## src/hw/rtl/rtht_pkg.sv

```systemverilog
// ----------------------------------------------------------------------------
// Trace hash table package
// Shared types, constants and hashing helpers for the trace hash table core.
// ----------------------------------------------------------------------------
package rtht_pkg;

  localparam int ENTRIES_DEF       = 1024;
  localparam int MAX_TRACE_LEN_DEF = 16;
  localparam int ADDR_WIDTH_DEF    = 32;

  localparam logic [31:0] FNV_BASIS = 32'd2166136261;
  localparam logic [31:0] FNV_PRIME = 32'd16777619;
  localparam logic [14:0] COUNT_MAX = 15'd32767;

  // Operation codes.
  localparam logic [1:0] OP_PUT = 2'd0;
  localparam logic [1:0] OP_GET = 2'd1;
  localparam logic [1:0] OP_REL = 2'd2;

  // Status codes.
  localparam logic [1:0] ST_OK   = 2'd0;
  localparam logic [1:0] ST_FULL = 2'd1;
  localparam logic [1:0] ST_INV  = 2'd2;
  localparam logic [1:0] ST_OVF  = 2'd3;

  // Configuration register indexes.
  localparam logic [0:0] CFG_WIN_START = 1'd0;
  localparam logic [0:0] CFG_WIN_END   = 1'd1;

  typedef struct packed {
    logic [1:0]  operation;
    logic [31:0] address;
    logic        last_element;
    logic [10:0] entry_id;
  } in_word_t;

  typedef struct packed {
    logic [1:0]  status;
    logic [9:0]  result_id;
    logic [31:0] trace_address;
    logic [4:0]  trace_length;
    logic        last_result;
  } out_word_t;

  // Controller commands to the datapath.
  typedef struct packed {
    logic capture;     // latch the input word
    logic stage;       // stage the latched address and reset the byte counter
    logic hash_byte;   // fold the next byte into the running hash
    logic clr_stage;   // return staging to reset values
    logic probe_start; // load probe index from the hash
    logic probe_rd;    // issue table read at the probe index
    logic probe_next;  // advance the probe index
    logic alloc;       // write new entry metadata
    logic copy;        // copy one staged address into the trace store
    logic bump;        // raise the count of the matched entry
    logic get_rd;      // read one stored address
    logic rel_rd;      // read the entry metadata for get or release
    logic rel_wr;      // write back the decremented count
    logic emit;        // present a result word
    logic [1:0] emit_kind; // result flavour, see datapath
  } rtht_cmd_t;

  // Datapath status back to the controller.
  typedef struct packed {
    logic op_put;
    logic op_get;
    logic op_rel;
    logic last_el;
    logic bytes_done;
    logic table_full;
    logic slot_free;
    logic slot_match;
    logic get_bad;
    logic get_done;
    logic copy_done;
    logic rel_bad;
    logic clearing;    // metadata clearing pass after reset
  } rtht_sts_t;

  localparam logic [1:0] EK_PUT = 2'd0;
  localparam logic [1:0] EK_GET = 2'd1;
  localparam logic [1:0] EK_REL = 2'd2;
  localparam logic [1:0] EK_INV = 2'd3;

endpackage

```

## src/hw/rtl/rtht_ctrl.sv

```systemverilog
// ----------------------------------------------------------------------------
// Trace hash table controller
// Sequences staging, probing, allocation, get streaming and release.
// ----------------------------------------------------------------------------
module rtht_ctrl (
  input  logic                clk,
  input  logic                rst_n,
  input  logic                start,
  output logic                busy,
  input  logic [1:0]          out_cnt_hint,
  input  rtht_pkg::rtht_sts_t sts,
  output rtht_pkg::rtht_cmd_t cmd
);
  import rtht_pkg::*;

  typedef enum logic [11:0] {
    S_IDLE  = 12'b000000000001,
    S_DEC   = 12'b000000000010,
    S_HASH  = 12'b000000000100,
    S_PSTRT = 12'b000000001000,
    S_PRD   = 12'b000000010000,
    S_PCHK  = 12'b000000100000,
    S_COPY  = 12'b000001000000,
    S_GRD   = 12'b000010000000,
    S_GCHK  = 12'b000100000000,
    S_GSTR  = 12'b001000000000,
    S_RRD   = 12'b010000000000,
    S_RCHK  = 12'b100000000000
  } state_t;

  state_t state_r, state_nxt;

  always_ff @(posedge clk) begin
    if (!rst_n) state_r <= S_IDLE;
    else        state_r <= state_nxt;
  end

  assign busy = (state_r != S_IDLE) || (out_cnt_hint != 2'd0) || sts.clearing;

  // Next state and command decode.
  always_comb begin
    state_nxt = state_r;
    cmd = '0;
    cmd.emit_kind = EK_INV;
    unique case (state_r)
      S_IDLE: begin
        if (start && !busy) begin
          cmd.capture = 1'b1;
          state_nxt = S_DEC;
        end
      end
      S_DEC: begin
        if (sts.op_put) begin
          cmd.stage = 1'b1;
          state_nxt = S_HASH;
        end else if (sts.op_get || sts.op_rel) begin
          cmd.rel_rd = 1'b1;
          state_nxt = sts.op_get ? S_GCHK : S_RCHK;
        end else begin
          cmd.emit = 1'b1;
          state_nxt = S_IDLE;
        end
      end
      S_HASH: begin
        cmd.hash_byte = 1'b1;
        if (sts.bytes_done) state_nxt = sts.last_el ? S_PSTRT : S_IDLE;
      end
      S_PSTRT: begin
        if (sts.table_full) begin
          cmd.emit = 1'b1;
          cmd.emit_kind = EK_PUT;
          cmd.clr_stage = 1'b1;
          state_nxt = S_IDLE;
        end else begin
          cmd.probe_start = 1'b1;
          state_nxt = S_PRD;
        end
      end
      S_PRD: begin
        cmd.probe_rd = 1'b1;
        state_nxt = S_PCHK;
      end
      S_PCHK: begin
        if (sts.slot_free) begin
          cmd.alloc = 1'b1;
          state_nxt = S_COPY;
        end else if (sts.slot_match) begin
          cmd.bump = !(sts.slot_free) && 1'b1;
          cmd.emit = 1'b1;
          cmd.emit_kind = EK_PUT;
          cmd.clr_stage = 1'b1;
          state_nxt = S_IDLE;
        end else begin
          cmd.probe_next = 1'b1;
          state_nxt = S_PRD;
        end
      end
      S_COPY: begin
        cmd.copy = 1'b1;
        if (sts.copy_done) begin
          cmd.emit = 1'b1;
          cmd.emit_kind = EK_PUT;
          state_nxt = S_GSTR;
        end
      end
      S_GSTR: begin
        // Used only to clear staging once a fresh entry is written.
        cmd.clr_stage = 1'b1;
        state_nxt = S_IDLE;
      end
      S_GCHK: begin
        if (sts.get_bad) begin
          cmd.emit = 1'b1;
          state_nxt = S_IDLE;
        end else begin
          state_nxt = S_GRD;
        end
      end
      S_GRD: begin
        cmd.get_rd = 1'b1;
        if (sts.get_done) state_nxt = S_IDLE;
      end
      S_RRD: begin
        state_nxt = S_IDLE;
      end
      S_RCHK: begin
        cmd.emit = 1'b1;
        if (sts.rel_bad) begin
          cmd.emit_kind = EK_INV;
        end else begin
          cmd.emit_kind = EK_REL;
          cmd.rel_wr = 1'b1;
        end
        state_nxt = S_IDLE;
      end
      default: state_nxt = S_IDLE;
    endcase
  end

endmodule
```

## config.mk

```make
export PLATFORM = sky130hd
export DESIGN_NAME = rtht_ctrl
export DESIGN_NICKNAME = d
export VERILOG_FILES = /design/src/hw/rtl/rtht_pkg.sv /design/src/hw/rtl/rtht_ctrl.sv
export SDC_FILE = /design/constraint.sdc
export NUM_CORES = 1
export LEC_CHECK = 0
export BUFFER_PORTS_ARGS = -buffer_cell sky130_fd_sc_hd__buf_2
export CORE_MARGIN = 1
export CORE_UTILIZATION = 42
export CTS_CLUSTER_SIZE = 40
export DETAILED_ROUTE_END_ITERATION = 6
export PLACE_DENSITY = 0.74
export SKIP_CTS_REPAIR_TIMING = 1
export SYNTH_ARGS = -nofsm -noshare
export SYNTH_HDL_FRONTEND = slang
export SYNTH_SLANG_ARGS = --single-unit
```

## constraint.sdc

```tcl
create_clock -name clk -period 2.4 [get_ports clk]
set_clock_uncertainty 0.2 [all_clocks]
set_input_delay 0.72 -clock clk [delete_from_list [all_inputs] [get_ports clk]]
set_output_delay 0.72 -clock clk [all_outputs]
set_load 0.02 [all_outputs]
```

==> results of run 1 <==
[area by class of cell]
| class | count | area share |
|---|---|---|
| clock buffers | 4 | 0.01614 |
| inverters | 10 | 0.02460 |
| multi-input cells | 86 | 0.4473 |
| flip-flops and latches | 11 | 0.1391 |
| well taps | 25 | 0.01922 |
| repair buffers | 78 | 0.3536 |
[logic make-up (layout without fill, tap and decap cells)]
family,after synthesis,in the layout
AND/OR/NAND/NOR,71,71
AO/OA/AOI/OAI,14,14
buffers and inverters,13,92
flip-flops,11,11
XOR/XNOR,1,1
[tightest hold or removal path, cell delays in order]
cell	delay, ns
buf_2	0.12
nand2_1	0.06
nor2_1	0.03
[final timing paths]
check / from / end / slack, ns / depth (start not counted)
worst max-delay path: state_r[6] / cmd[0] / -0.51 / 6
worst min-delay path: sts[9] / state_r[3] / 0.49 / 3
worst max register to register: state_r[0] / state_r[0] / 0.20 / 9
worst min register to register: state_r[11] / state_r[7] / 0.50 / 3
[power groups by stage]
stage          Sequential, mW  Combinational [mW]  Clock, mW
2_1_floorplan           0.211              0.0959          0
3_3_place_gp            0.203               0.205          0
3_5_place_dp            0.204               0.217          0
4_1_cts                 0.199               0.218      0.124
5_1_grt                 0.203               0.296      0.147
6_report                0.202               0.288      0.133
[layer usage]
layer,up-vias,part of all wire
met5,-,0
met2,111,0.50
met3,34,0.093
met4,0,0.050
met1,606,0.36
li1,567,-
[cell usage in the layout, fill, tap and decap left out, drive strengths merged, types with 2 or more instances in the layout]
cell    instances
buf            78
nor2           16
dfxtp          11
inv            10
nand2           7
nand4           6
nor3            6
nand2b          5
nor4b           5
nand3           5
nor4            4
clkbuf          4
and2            2
nand3b          2
nand4b          2
a21oi           2
nor3b           2
a311oi          2
or4             2
==> impl_metrics.toml, run 1 <==
[synthesis]
synthAdderAreaFrac = 0
yosys.area.top_type = "dfxtp_1"
avgSynthCellArea_um2 = 7.780
async_reset_ff_frac = 0
synth.top_cells.by_count = "nor2_1 (16), dfxtp_1 (11), inv_1 (10)"
ys.flop_type = "dfxtp_1"
ys_types = 40
synth.most_common_cell = "nor2_1"
synth_mux_area_frac = 0
yosys-top-cells-area = "dfxtp_1 (26%), nor2_1 (7.0%), nor4b_1 (5.1%)"
synth_top_family_by_area = "simple AND/OR/NAND/NOR gates"
synth_compound_area_frac = 0.1389
synth_xor_area_frac = 0.01023
synth_edf_count = 0
syn-num-nets = 128
ys_seq_area_frac = 0.2573
synth_top_cell_area_share = 0.2573
synthSimpleGateAreaFrac = 0.5336
syn-instance-count = 110
synth_seq_cells = 11
synth_area_um2 = 855.8
yosys_warnings = 0

[job]
maxCapViolCount = 0

[timing]
tightest_slew_ns = 0.4692
rsz0062_at_grt = "true"
relSlewSlack = 0.6828
hold_violations = 0
hold_ws_ns = 0.4933
fin_crit_sh = 1.211
max_freq_ghz = 0.3441
finalSetupViolCount = 17
min_period_ns = 2.906
tns_ns = -4.445
setup_ws_ns = -0.5062
slew_viol_final = 0

[layout]
regMostFlops = "state_r"
largest_reg_flops = 11
drive_gt1_frac = 0.6138
fillCellCount = 90
fin_area_mm2 = 0.001628
layout.cells.non_filler = 214
layout.nets = 208
regArea_um2 = 226.5
post-route-util = 0.8942
multi_input_area_um2 = 728.2
n_antenna_cell = 0
syn2layout_area_growth_pct = 90.20
top_regs = "state_r x11"

[grt]
grt_use_total = 0.2991
gr-usage-met2 = 0.5222
grt_util_met3 = 0.05385
grt_pass1_vias = 1058
overflow = 0
grt_busiest_layer = "met2"
grt_util_met1 = 0.3520
grt_max_degree = 10
grt_pass1_wl_um = 4588
antenna_found_initial = 0

[floorplan]
die_h_um = 47.14
start_util = 0.4701
io_pins = 35
die_area_mm2 = 0.002222
std_cell_rows = 15
die_w_um = 47.14
core_mm2 = 0.001821

[route]
drt_iter0_drc = 65
routedWlPerCell_um = 19.98
routed_wl_um = 4275
drc = 0
ant_nets = 0
viasPerCell = 6.159
drtPass1Iterations = 4
vias = 1318

[clock_tree]
cts-htree-levels = 1
clock-sinks = 11
clock_latency_ns = 0.27
cts_root_buf = "clkbuf_4"
clk_pin_slew_ns = 0.08
cts_made_buffers = 3
cts_tree = "yes"
cts_buffer_depth = 2

[critical_path]
path_cells = "buf_4 > xor2_1 > nand3_2 > a311oi_2 > o21ai_2 > buf_2"
crit_slowest_cell = "dfxtp_1"
worst-path-buf-inv = 2
crit_type = "register to output port"
critPathMaxStageDelay_ns = 0.48
critical_path_required_ns = 1.48
critical-path-top-delay-family = "flip-flops"
cp.arrival_ns = 1.99
startpoint_type = "register"
cp-end-kind = "output port"
cp_max_fo = 5

[pwr]
combPwrFrac = 0.461
power.density_mw_per_mm2 = 382.9
sw_frac_of_total = 0.3615
p_seq_frac = 0.325
power.internal_uw = 397.9
p_total_uw = 623.3
p_leak_nw = 0.7479
power_switching_uw = 225.3
p_clk_frac = 0.214
ir_drop_uv = 375.6

[placement]
dp_hpwl_um = 2550
portBuffers = 34
placedCellCount = 205
placed_cell_area_mm2 = 0.001364
gp_congestion = 0.8539
dpl_worst_slack_ns = -0.1794

[run_status]
status = "complete, but fails checks"
violations = "negative setup slack"

[min_path]
hold_path_class = "input port to register"
No activity file was read; power rests on OpenSTA's default activity.
==> run 2, diff against run 1 <==
Settings changed: CORE_ASPECT_RATIO from default to 0.9.
==> run 2 against run 1 <==
The run still ends with negative setup slack left. Largest power group unchanged. Highest routed layer unchanged. Design area is 12% higher. Sequential share of layout area decreased by 1.2 points. Via count rose by 7.3%. Combinational power increased by 9.4%. Global-route usage decreased by 1.9 points. Setup slack got worse by 0.13 ns. Worst hold slack got worse by 0.038 ns.
==> impl_metrics.toml, run 2 (synthesized netlist as in run 1, its figures left out) <==
[run_status]
status = "complete, but fails checks"
violations = "negative setup slack"

[timing]
slew_viol_final = 0
hold_violations = 0
setup_ws_ns = -0.6327
hold_ws_ns = 0.4557
min_period_ns = 3.033
rsz0062_at_grt = "true"
fin_crit_sh = 1.264
tns_ns = -6.129
relSlewSlack = 0.6780
tightest_slew_ns = 0.4763
finalSetupViolCount = 17
max_freq_ghz = 0.3297

[critical_path]
worst-path-buf-inv = 2
rr_startpoint = "state_r[0]"
startpoint_type = "register"
cp-end-kind = "output port"
crit_slowest_cell = "a311oi_2"
regToRegSetupSlack_ns = 0.13
cp_max_fo = 7
cp.arrival_ns = 2.11
r2r_end = "state_r[0]"
critical-path-top-delay-family = "simple AND/OR/NAND/NOR gates"
path_depth = 6
critPathMaxStageDelay_ns = 0.40
path_cells = "nor4_4 > buf_6 > nand4_1 > a311oi_2 > nand2_1 > buf_4"
crit_type = "register to output port"
reg2regPathDepth = 10
critical_path_required_ns = 1.48

[placement]
placedCellCount = 207
gp_congestion = 0.8683
portBuffers = 34
dpl_worst_slack_ns = -0.1594
dp_hpwl_um = 2413

[layout]
layout.cells.non_filler = 223
n_antenna_cell = 0
final_cell_mix = "buf_4 (44), buf_6 (26), buf_2 (17)"
syn2layout_area_growth_pct = 112.4
fillCellCount = 48
layout_commonest_cell = "buf_4"
largest_reg_flops = 11
drive_gt1_frac = 0.6768
layout.nets = 217
regMostFlops = "state_r"
top_regs = "state_r x11"

[pwr]
p_total_uw = 659.3
p_clk_frac = 0.218
p_leak_nw = 0.8203
combPwrFrac = 0.478
power.internal_uw = 413.6
ir_drop_uv = 420.5
power_switching_uw = 245.8
sw_frac_of_total = 0.3728
power.density_mw_per_mm2 = 362.7
p_seq_frac = 0.304

[min_path]
hold_end = "state_r[6]"
hold_path_class = "input port to register"
min-delay-start = "rst_n"
whs_path_depth = 2

[clock_tree]
clk_pin_slew_ns = 0.08
cts_made_buffers = 3
cts-htree-levels = 1
cts_tree = "yes"
clock-sinks = 11
cts_root_buf = "clkbuf_4"
clock_latency_ns = 0.29
cts_buffer_depth = 2

[floorplan]
die_area_mm2 = 0.002222
die_w_um = 49.58
core_mm2 = 0.001914
std_cell_rows = 15
die_h_um = 44.83
start_util = 0.4471
io_pins = 35

[route]
top_layer_used = "met4"
viasPerCell = 6.341
drt_iter0_drc = 107
drtPass1Iterations = 5
ant_nets = 0
vias = 1414
routedWlPerCell_um = 22.17
wl_met2_um = 2360
routed_wl_um = 4944
drc = 0
wirelength_met1_um = 1862
route.met3.wl_um = 490

[grt]
overflow = 0
antenna_found_initial = 0
grt_use_total = 0.2804
grt_max_degree = 10
grt_pass1_wl_um = 4643
grt_pass1_vias = 1066

[job]
maxCapViolCount = 0
-- run 2: layout make-up --
cell class	count	area, um2	share of cell area
Clock buffer	3	22.52	0.01239
Clock inverter	1	5.005	0.002753
Inverter	10	37.54	0.02065
Multi-Input combinational cell	86	783.3	0.4308
Sequential cell	11	230.2	0.1266
Tap cell	25	31.28	0.01721
Timing Repair Buffer	87	708.2	0.3895
-- run 2: through the flow --
stage,area [um2],util
2_1_floorplan,883.3,-
5_1_grt,1818,0.9497
3_3_place_gp,1379,0.7203
3_5_place_dp,1379,0.7203
6_report,1818,0.9497
4_1_cts,1406,0.7346
-- run 2: metal layers --
metal	up-vias	GRT usage
li1	591	-
met1	666	0.3354
met2	128	0.5054
met3	29	0.06061
met4	0	0.09143
met5	-	0
-- run 2: power groups by stage --
stage / Clock, mW / Combinational [mW] / Sequential [mW]
after floorplan: 0 / 0.0959 / 0.211
after global placement: 0 / 0.195 / 0.203
after detailed placement: 0 / 0.204 / 0.204
after CTS: 0.135 / 0.205 / 0.199
after global routing: 0.145 / 0.325 / 0.201
final: 0.144 / 0.315 / 0.201
-- run 2: worst max-delay path by stage --
| stage | startpoint | slack (ns) | to |
|---|---|---|---|
| after floorplan | state_r[4] | -0.19 | cmd[1] |
| after global placement | out_cnt_hint[1] | -0.13 | state_r[11] |
| after detailed placement | out_cnt_hint[1] | -0.16 | state_r[11] |
| after CTS | state_r[4] | -0.47 | cmd[0] |
| after global routing | state_r[5] | -0.64 | cmd[1] |
| final | state_r[5] | -0.63 | cmd[1] |
==> run 3, diff against run 2 <==
Settings changed: BUFFER_PORTS_ARGS -buffer_cell sky130_fd_sc_hd__buf_2 to default, CORE_UTILIZATION 42 to 54, DONT_BUFFER_PORTS from default to 1, PLACE_DENSITY 0.74 to 0.72.
==> run 3 against run 2 <==
The flow finishes with violations (design-rule violations, negative setup slack). Sequential share of layout area grew 3.9 points. Clock power shrank 11%. Utilization shrank 0.18 points. First-iteration DRC count grew 2.8%. Flip-flop and latch count is the same. Power shrank 17%. Die area shrank 21%. Non-clock buffer count shrank 49. Clock-buffer cell count grew 1. Largest cell class unchanged.
==> impl_metrics.toml, run 3 (synthesized netlist as in run 1, its figures left out) <==
[layout]
fin_area_mm2 = 0.001388
largest_reg_flops = 11
n_antenna_cell = 0
syn2layout_area_growth_pct = 62.13
final_cell_mix = "buf_4 (30), nor2_1 (11), buf_6 (8), dfxtp_2 (8), inv_1 (7)"
drive_gt1_frac = 0.5638
layout.nets = 168
multi_input_area_um2 = 752.0
regMostFlops = "state_r"
fillCellCount = 44
top_regs = "state_r x11"
layout_commonest_cell = "buf_4"
regArea_um2 = 230.2

[timing]
min_period_ns = 2.842
hold_violations = 0
slew_viol_final = 0
relSlewSlack = 0.6808
hold_ws_ns = 0.3044
max_freq_ghz = 0.3519
finalSetupViolCount = 16
setup_ws_ns = -0.4417
fin_crit_sh = 1.184
rsz0062_at_grt = "true"
tightest_slew_ns = 0.4721

[floorplan]
std_cell_rows = 13
die_area_mm2 = 0.001748
io_pins = 35
die_h_um = 39.77
start_util = 0.5846
die_w_um = 43.97
core_mm2 = 0.001464

[critical_path]
crit_type = "register to output port"
rr_startpoint = "state_r[0]"
r2r_end = "state_r[5]"
crit_path_end = "cmd[2]"
reg2regPathDepth = 8
critical_path_required_ns = 1.48
cp_max_fo = 6
regToRegSetupSlack_ns = 0.18
crit_start = "state_r[6]"
cp-end-kind = "output port"
cp.arrival_ns = 1.92
startpoint_type = "register"

[pwr]
power.density_mw_per_mm2 = 394.7
ir_drop_uv = 456.5
p_leak_nw = 0.5730

[placement]
gp_congestion = 0.9382
dpl_worst_slack_ns = -0.1095
dp_hpwl_um = 2206
portBuffers = 0
placed_cell_area_mm2 = 0.001151

[grt]
grt_use_total = 0.3370
overflow = 0
grt_pass1_vias = 887
grt_pass1_wl_um = 4133
antenna_found_initial = 0
grt_max_degree = 8

[route]
viasPerCell = 7.591
routedWlPerCell_um = 23.67
drt_iter0_drc = 110
routed_wl_um = 3882
ant_nets = 0
drtPass1Iterations = 7
drc = 2
vias = 1245

[clock_tree]
cts_made_buffers = 3
cts_buffer_depth = 2
cts_root_buf = "clkbuf_4"
clock_latency_ns = 0.27
clk_pin_slew_ns = 0.07
cts-htree-levels = 1
clock-sinks = 11
cts_tree = "yes"

[job]
maxCapViolCount = 0

[run_status]
status = "complete, but fails checks"
violations = "design-rule violations, negative setup slack"

[min_path]
hold_path_class = "input port to register"
[run 3: changes by cell type in the layout (fill, tap and decap cells not counted), moves of 2 or more]
| cell | before | now |
|---|---|---|
| buf_6 | 26 | 8 |
| buf_2 | 17 | 0 |
| buf_4 | 44 | 30 |
| inv_2 | 3 | 0 |
| inv_4 | 0 | 3 |
| nor4_2 | 0 | 2 |
| nor4_4 | 4 | 2 |
| nor4b_1 | 1 | 3 |
[run 3: worst min-delay path by stage]
stage          cells past startpoint     endpoint  slack [ns]         from
5_1_grt                            1  state_r[11]        0.30      sts[11]
2_1_floorplan                      2   state_r[5]        0.39   state_r[5]
4_1_cts                            1  state_r[11]        0.31      sts[11]
3_3_place_gp                       3   state_r[7]        0.47  state_r[11]
3_5_place_dp                       3   state_r[7]        0.46  state_r[11]
6_report                           1  state_r[11]        0.30      sts[11]
[run 3: per-layer routing]
layer | vias to the layer above | wire length [um] | global-route usage
met1 | 561 | 1224 | 0.4568
met5 | - | 0 | 0
met3 | 52 | 543 | 0.03226
li1 | 492 | - | -
met4 | 0 | 367 | 0.1212
met2 | 140 | 1747 | 0.5560
[run 3: critical path, stage by stage (launching register included)]
cell and delay, ns:
dfxtp_2 0.38, nor4b_1 0.40, nand4_1 0.24, buf_4 0.21, nand4_1 0.13, nand3b_1 0.29
[run 3: power by group]
part           switching (mW)  internal (mW)  total [mW]
sequential            0.00900          0.192       0.201
combinational           0.122         0.0961       0.218
clock                  0.0640         0.0645       0.128
total                   0.195          0.352       0.548
[run 3: layout make-up]
| type | instances | area share |
|---|---|---|
| sequential | 11 | 0.1659 |
| multi-input combinational | 86 | 0.5419 |
| tap | 15 | 0.01353 |
| inverter | 10 | 0.03246 |
| clock buffer | 4 | 0.01894 |
| timing repair buffer | 38 | 0.2272 |
[run 3: metrics by stage]
step	TNS (ns)	utilization	std cells	power [mW]
after floorplan	-0.8070	-	110	0.3066
after global placement	-0.1298	0.7863	157	0.3683
after detailed placement	-0.3180	0.7863	157	0.3730
after CTS	-3.808	0.8043	161	0.4984
after global routing	-5.495	0.9479	164	0.5649
final	-4.063	0.9479	164	0.5477
